File: src/rtl/ifna_pkg.sv
package ifna_pkg;

   // fixed field widths
   localparam int CH_W    = 8;
   localparam int PIX_W   = 3 * CH_W;
   localparam int POS_W   = 8;
   localparam int CMD_W   = 2;
   localparam int CSR_A_W = 2;
   localparam int CSR_D_W = 9;
   localparam int RGN_P_W = 8;
   localparam int RGN_S_W = 9;

   // coordinates and region bounds, wide enough for the largest frame
   localparam int COORD_W = 13;

   // per-channel sum of four neighbours
   localparam int ACC_W = CH_W + 2;

   // command codes
   localparam logic [CMD_W-1:0] CMD_WRITE = 2'd0;
   localparam logic [CMD_W-1:0] CMD_READ  = 2'd1;
   localparam logic [CMD_W-1:0] CMD_PASS  = 2'd2;

   // register indexes
   localparam logic [CSR_A_W-1:0] REG_REGION_X = 2'd0;
   localparam logic [CSR_A_W-1:0] REG_REGION_Y = 2'd1;
   localparam logic [CSR_A_W-1:0] REG_REGION_W = 2'd2;
   localparam logic [CSR_A_W-1:0] REG_REGION_H = 2'd3;

   // neighbour select, in fetch order
   localparam logic [1:0] NB_RIGHT = 2'd0;
   localparam logic [1:0] NB_LEFT  = 2'd1;
   localparam logic [1:0] NB_DOWN  = 2'd2;
   localparam logic [1:0] NB_UP    = 2'd3;

   // response kinds
   localparam logic [1:0] RSP_ZERO = 2'd0;
   localparam logic [1:0] RSP_READ = 2'd1;
   localparam logic [1:0] RSP_DONE = 2'd2;

   // controller to datapath commands
   typedef struct packed {
      logic       latch;
      logic       pos_write;
      logic       rd_pixel;
      logic [1:0] nb_sel;
      logic       acc_load;
      logic       acc_add;
      logic       pix_write;
      logic       col_init;
      logic       row_init;
      logic       col_next;
      logic       row_next;
      logic       rsp_set;
      logic [1:0] rsp_kind;
   } ifna_ctrl_type;

   // datapath to controller status
   typedef struct packed {
      logic col_ok;
      logic row_ok;
   } ifna_stat_type;

endpackage

File: src/rtl/ifna_ctrl.sv
module ifna_ctrl (
   input  logic                    clock,
   input  logic                    reset,
   input  logic                    start,
   input  logic [1:0]              req_command,
   input  ifna_pkg::ifna_stat_type stat,
   output ifna_pkg::ifna_ctrl_type ctrl,
   output logic                    busy
);
   import ifna_pkg::*;

   localparam logic [3:0] S_IDLE      = 4'd0;
   localparam logic [3:0] S_WRITE     = 4'd1;
   localparam logic [3:0] S_NOP       = 4'd2;
   localparam logic [3:0] S_READ_ADDR = 4'd3;
   localparam logic [3:0] S_READ_DATA = 4'd4;
   localparam logic [3:0] S_PASS_INIT = 4'd5;
   localparam logic [3:0] S_PASS_COL  = 4'd6;
   localparam logic [3:0] S_PASS_ROW  = 4'd7;
   localparam logic [3:0] S_PASS_PIX  = 4'd8;
   localparam logic [3:0] S_PASS_END  = 4'd9;

   localparam logic [2:0] PH_LAST = 3'd4;

   logic [3:0] state_ff, state_in;
   logic [2:0] phase_ff, phase_in;

   assign busy = (state_ff != S_IDLE);

   // next state and datapath commands
   always_comb begin
      state_in = state_ff;
      phase_in = phase_ff;
      ctrl     = '0;
      unique case (state_ff)
         S_IDLE: begin
            if (start) begin
               ctrl.latch = 1'b1;
               unique case (req_command)
                  CMD_WRITE: state_in = S_WRITE;
                  CMD_READ:  state_in = S_READ_ADDR;
                  CMD_PASS:  state_in = S_PASS_INIT;
                  default:   state_in = S_NOP;
               endcase
            end
         end
         S_WRITE: begin
            ctrl.pos_write = 1'b1;
            ctrl.rsp_set   = 1'b1;
            ctrl.rsp_kind  = RSP_ZERO;
            state_in       = S_IDLE;
         end
         S_NOP: begin
            ctrl.rsp_set  = 1'b1;
            ctrl.rsp_kind = RSP_ZERO;
            state_in      = S_IDLE;
         end
         S_READ_ADDR: begin
            state_in = S_READ_DATA;
         end
         S_READ_DATA: begin
            ctrl.rsp_set  = 1'b1;
            ctrl.rsp_kind = RSP_READ;
            state_in      = S_IDLE;
         end
         S_PASS_INIT: begin
            ctrl.col_init = 1'b1;
            state_in      = S_PASS_COL;
         end
         S_PASS_COL: begin
            if (stat.col_ok) begin
               ctrl.row_init = 1'b1;
               state_in      = S_PASS_ROW;
            end else begin
               state_in = S_PASS_END;
            end
         end
         S_PASS_ROW: begin
            if (stat.row_ok) begin
               phase_in = '0;
               state_in = S_PASS_PIX;
            end else begin
               ctrl.col_next = 1'b1;
               state_in      = S_PASS_COL;
            end
         end
         S_PASS_PIX: begin
            // four neighbour reads, each summed in the cycle after its read, then write back
            ctrl.rd_pixel = 1'b1;
            ctrl.nb_sel   = phase_ff[1:0];
            ctrl.acc_load = (phase_ff == 3'd1);
            ctrl.acc_add  = (phase_ff == 3'd2) || (phase_ff == 3'd3);
            if (phase_ff == PH_LAST) begin
               ctrl.pix_write = 1'b1;
               ctrl.row_next  = 1'b1;
               state_in       = S_PASS_ROW;
            end else begin
               phase_in = phase_ff + 3'd1;
            end
         end
         S_PASS_END: begin
            ctrl.rsp_set  = 1'b1;
            ctrl.rsp_kind = RSP_DONE;
            state_in      = S_IDLE;
         end
         default: begin
            state_in = S_IDLE;
         end
      endcase
   end

   always_ff @(posedge clock) begin
      if (reset) begin
         state_ff <= S_IDLE;
         phase_ff <= '0;
      end else begin
         state_ff <= state_in;
         phase_ff <= phase_in;
      end
   end

endmodule

File: config.mk
export PLATFORM = sky130hd
export DESIGN_NAME = ifna_ctrl
export DESIGN_NICKNAME = d
export VERILOG_FILES = /design/src/rtl/ifna_pkg.sv /design/src/rtl/ifna_ctrl.sv
export SDC_FILE = /design/constraint.sdc
export NUM_CORES = 1
export LEC_CHECK = 0
export BUFFER_PORTS_ARGS = -buffer_cell sky130_fd_sc_hd__buf_4
export CORE_MARGIN = 3
export CORE_UTILIZATION = 41
export DETAILED_ROUTE_END_ITERATION = 8
export GPL_TIMING_DRIVEN = 0
export PLACE_DENSITY_LB_ADDON = 0.12
export SLEW_MARGIN = 20
export SYNTH_ARGS = -nofsm -noshare
export SYNTH_HDL_FRONTEND = slang
export SYNTH_SLANG_ARGS = --single-unit
File: constraint.sdc
create_clock -name clock -period 1.5 [get_ports clock]
set_input_delay 0.3 -clock clock [delete_from_list [all_inputs] [get_ports clock]]
set_output_delay 0.3 -clock clock [all_outputs]
set_load 0.02 [all_outputs]
# Word level (Yosys, flattened, before mapping)
# Index checks and enable logic that the tools add are counted.
# W data, S select, Z words.
# classes
n_addsub	1
n_eq_ne	19
muxes	21
reduce_logical	8
# op_table
op	count
$pmux W4 S6	1
$pmux W3 S3	2
$eq A4 B3 Y1 const B	4
$mux W4	4
$mux W1	10
$eq A4 B2 Y1 const B	2
$eq A4 B4 Y1 const B	2
$ne A2 B2 Y1 const B	4
$eq A3 B2 Y1 const B	2
$mux W3	2
$mux W6	1
$pmux W3 S2	1
$eq A4 B1 Y1 const B	1
$logic_not A4 Y1	1
$reduce_bool A4 Y1	1
$add A3 B1 Y3 const B	1
$eq A3 B1 Y1 const B	1
$eq A3 B3 Y1 const B	1
$reduce_and A3 Y1	1
$eq A2 B1 Y1 const B	1
$eq A2 B2 Y1 const B	1
$logic_not A2 Y1	1
$reduce_and A2 Y1	1
$reduce_bool A2 Y1	1
other kinds (2)	2
# totals
register_bits	7
in_bits	7
out_inout_bits	16
word_cells	51

# Logic depth before layout (Yosys ltp)
# logic_depth
word_depth	4
depth_mapped	5
mapped_depth_nobuf	5

# Worst setup path before layout
# Ideal clock, no wire load.
# synth_path
kind	reg-to-output
start	reg state_ff[3]
end	out ctrl[7] (netlist name)
path_buffers	2
setup_slack_ps	-346
arrival_ps	1546
required_time_ps	1200
stages_incl_launch_ff	5
path_cell_list	dfxtp_1 -> or4b_1 -> buf_6 -> nor2_1 -> buf_4
# synth_lines
element	line	source
start, declared	ifna_ctrl.sv:25	logic [3:0] state_ff, state_in;
start signal, assigned	ifna_ctrl.sv:117	state_ff <= state_in;
end, declared	ifna_ctrl.sv:7	output ifna_pkg::ifna_ctrl_type ctrl,

==> results_dict.tcl <==
set metrics [dict create \
    outcome "finished with violations" \
    failed_checks "setup timing" \
    drcViolationCount 0 \
    power_density_nw_per_um2 733 \
    die-height_um 43.9 \
    die_x_um 43.9 \
    dp.cells 114 \
    ys.flop_type "dfxtp_1" \
    hold_viol 0 \
    clock-sinks 7 \
    synth_nets 89 \
    use_met2_pct 29.9 \
    layout-drive-gt1-share_pct 59.6 \
    setup_viol 19 \
    synth_top_area_share_pct 23.8 \
    syn_to_final_growth_pct 74.5 \
    grt_pass1_vias 625 \
    start_kind "register" \
    ff_latch_area_um2 155 \
    dp_slack_ps -191 \
    gp_congestion 0.819 \
    fin_nets 122 \
    drtPass1Iterations 4 \
    worstPathArrival_ps 1570 \
    start_util_pct 44.6 \
    cp-end-kind "output port" \
    totalPowerFinal_uw 752 \
    grtUsageMet3_pct 4.98 \
    groute.usage.overall_pct 19.9 \
    hp-class "input port to register" \
    avgSynthCellArea_um2 7.64 \
    insertion_delay_ps 260 \
    min_period_ps 1870 \
    finalWorstSetupSlack_ps -370 \
    synthCells 77 \
    ys_top_cells_by_area "dfxtp_1 (24%), ha_1 (11%), inv_1 (4.5%)" \
    port_buffers 22 \
    synthArstFlopShare_pct 0 \
    grt_pass1_wl_um 2930 \
    drv_slew 0 \
    worst_slew_pin_slew_ps 451 \
    slew_headroom_pct 69.7 \
    synth-seq-cells 7 \
    synth_edf_count 0 \
    dr.first_iter.drc_count 38 \
    synthTopCellsByCount "dfxtp_1 (7), inv_1 (7), nor2_1 (7), nand2_1 (6)" \
    clk_pin_slew_ps 60 \
    place_hpwl_um 1140 \
    cap_violations 0 \
    cts-root-buf "clkbuf_4" \
    wl_um 1890 \
    ys_seq_area_share_pct 23.8 \
    wl_per_cell_um 15.3 \
    viasPerCell 5.98 \
    gr-total-overflow 0 \
    fill_cells 93 \
    grt_use_met1_pct 28.1 \
    cts_buffers 3 \
    fin_cells 124 \
    cp_max_fo 6 \
    cp_data_required_time_ps 1200 \
    antenna_cells 0 \
    grt_max_degree 11 \
    peakVddDrop_mv 0.653 \
    grt_most_used_layer "met2" \
    vias 742 \
    clock_path_buffers 2 \
    multiInputGateArea_um2 503 \
    max_freq_mhz 535 \
    syn_area_um2 588 \
    critical_path_class "register to output port" \
    fin_tns_setup_ps -3390 \
    yosys.area.top_type "dfxtp_1" \
    num_rows 13 \
    fin_skew_ps 9.29 \
    synthDistinctLibCells 35 \
    final_util_pct 77.9 \
    power.leakage_nw 0.419 \
    rsz0062_at_grt "true" \
    cts_tree "yes" \
    cts_max_level 1 \
    die_area_um2 1920 \
    yosysWarnings 0 \
    ios 23 \
    fin_crit_sh_pct 125 \
    fp.coreArea_um2 1320 \
    antenna_left 0 \
    antenna_found_initial 0 \
]
## area by class of cell
class	instances	area share [%]
inverter	8	3.66
clock buffer	4	2.56
timing repair buffer	30	24.5
multi-input combinational	57	49.0
buffer	3	3.29
tap	15	1.83
sequential	7	15.1
## sequential cells by signal, summed over array words and instances, names as in the netlist
| register | flops |
|---|---|
| state_ff | 4 |
| phase_ff | 3 |
## cells in the final DEF, fill, tap and decap left out, types with 2 or more instances in the layout
cell type	count
inv_2	2
clkbuf_4	3
dfxtp_1	3
buf_4	24
buf_6	8
inv_1	4
dfxtp_4	4
nor2_2	2
ha_1	4
a211oi_1	2
nor3_2	4
a31oi_1	3
o211ai_1	2
a21oi_1	3
nor2_1	4
nand2_1	4
nand3_1	2
## stage by stage
stage / cell area, um^2 / hold WS (ps)
2_1_floorplan: 641 / 362
3_3_place_gp: 825 / 493
3_5_place_dp: 825 / 492
4_1_cts: 932 / 226
5_1_grt: 1030 / 230
6_report: 1030 / 226
## report_power, final
group,total (mW),switching [mW],internal (mW),leakage [nW]
combinational,0.357,0.195,0.161,0.345
clock,0.179,0.0767,0.102,0.0150
sequential,0.217,0.0169,0.200,0.0597
## critical path, cell delays in order, from the launching register on
cell,delay (ps)
dfxtp_4,340
or4b_4,610
clkinv_4,90
and3_4,170
buf_6,110
## path summary, 6_finish.rpt
kind,cells after the start,slack (ps),from,to
max,4,-370,state_ff[2],ctrl[9]
max reg2reg,4,-230,state_ff[2],phase_ff[1]
min reg2reg,2,580,phase_ff[1],phase_ff[1]
min,2,230,reset,phase_ff[2]
## kinds of logic after synthesis
family / share of synthesized area (%)
AND/OR/NAND/NOR: 25.7
XOR/XNOR: 1.49
flip-flops: 23.8
AO/OA/AOI/OAI: 26.4
adder cells (fa/ha/maj): 12.3
buffers and inverters: 10.2
## repair_timing
item                                    CTS  global route
setup buffers                             4             4
resized for setup                        16            29
endpoints found under the setup margin   20            23
pin swaps                                 6             7
hold buffers                              0             0
gates cloned                              0             0
## metal layers
layer  vias to the layer above  share of wire (%)
li1                        350                  -
met1                       335                 42
met2                        49                 46
met3                         8                9.3
met4                         0                2.4
met5                         -                  0
No activity file was read; power rests on OpenSTA's default activity.
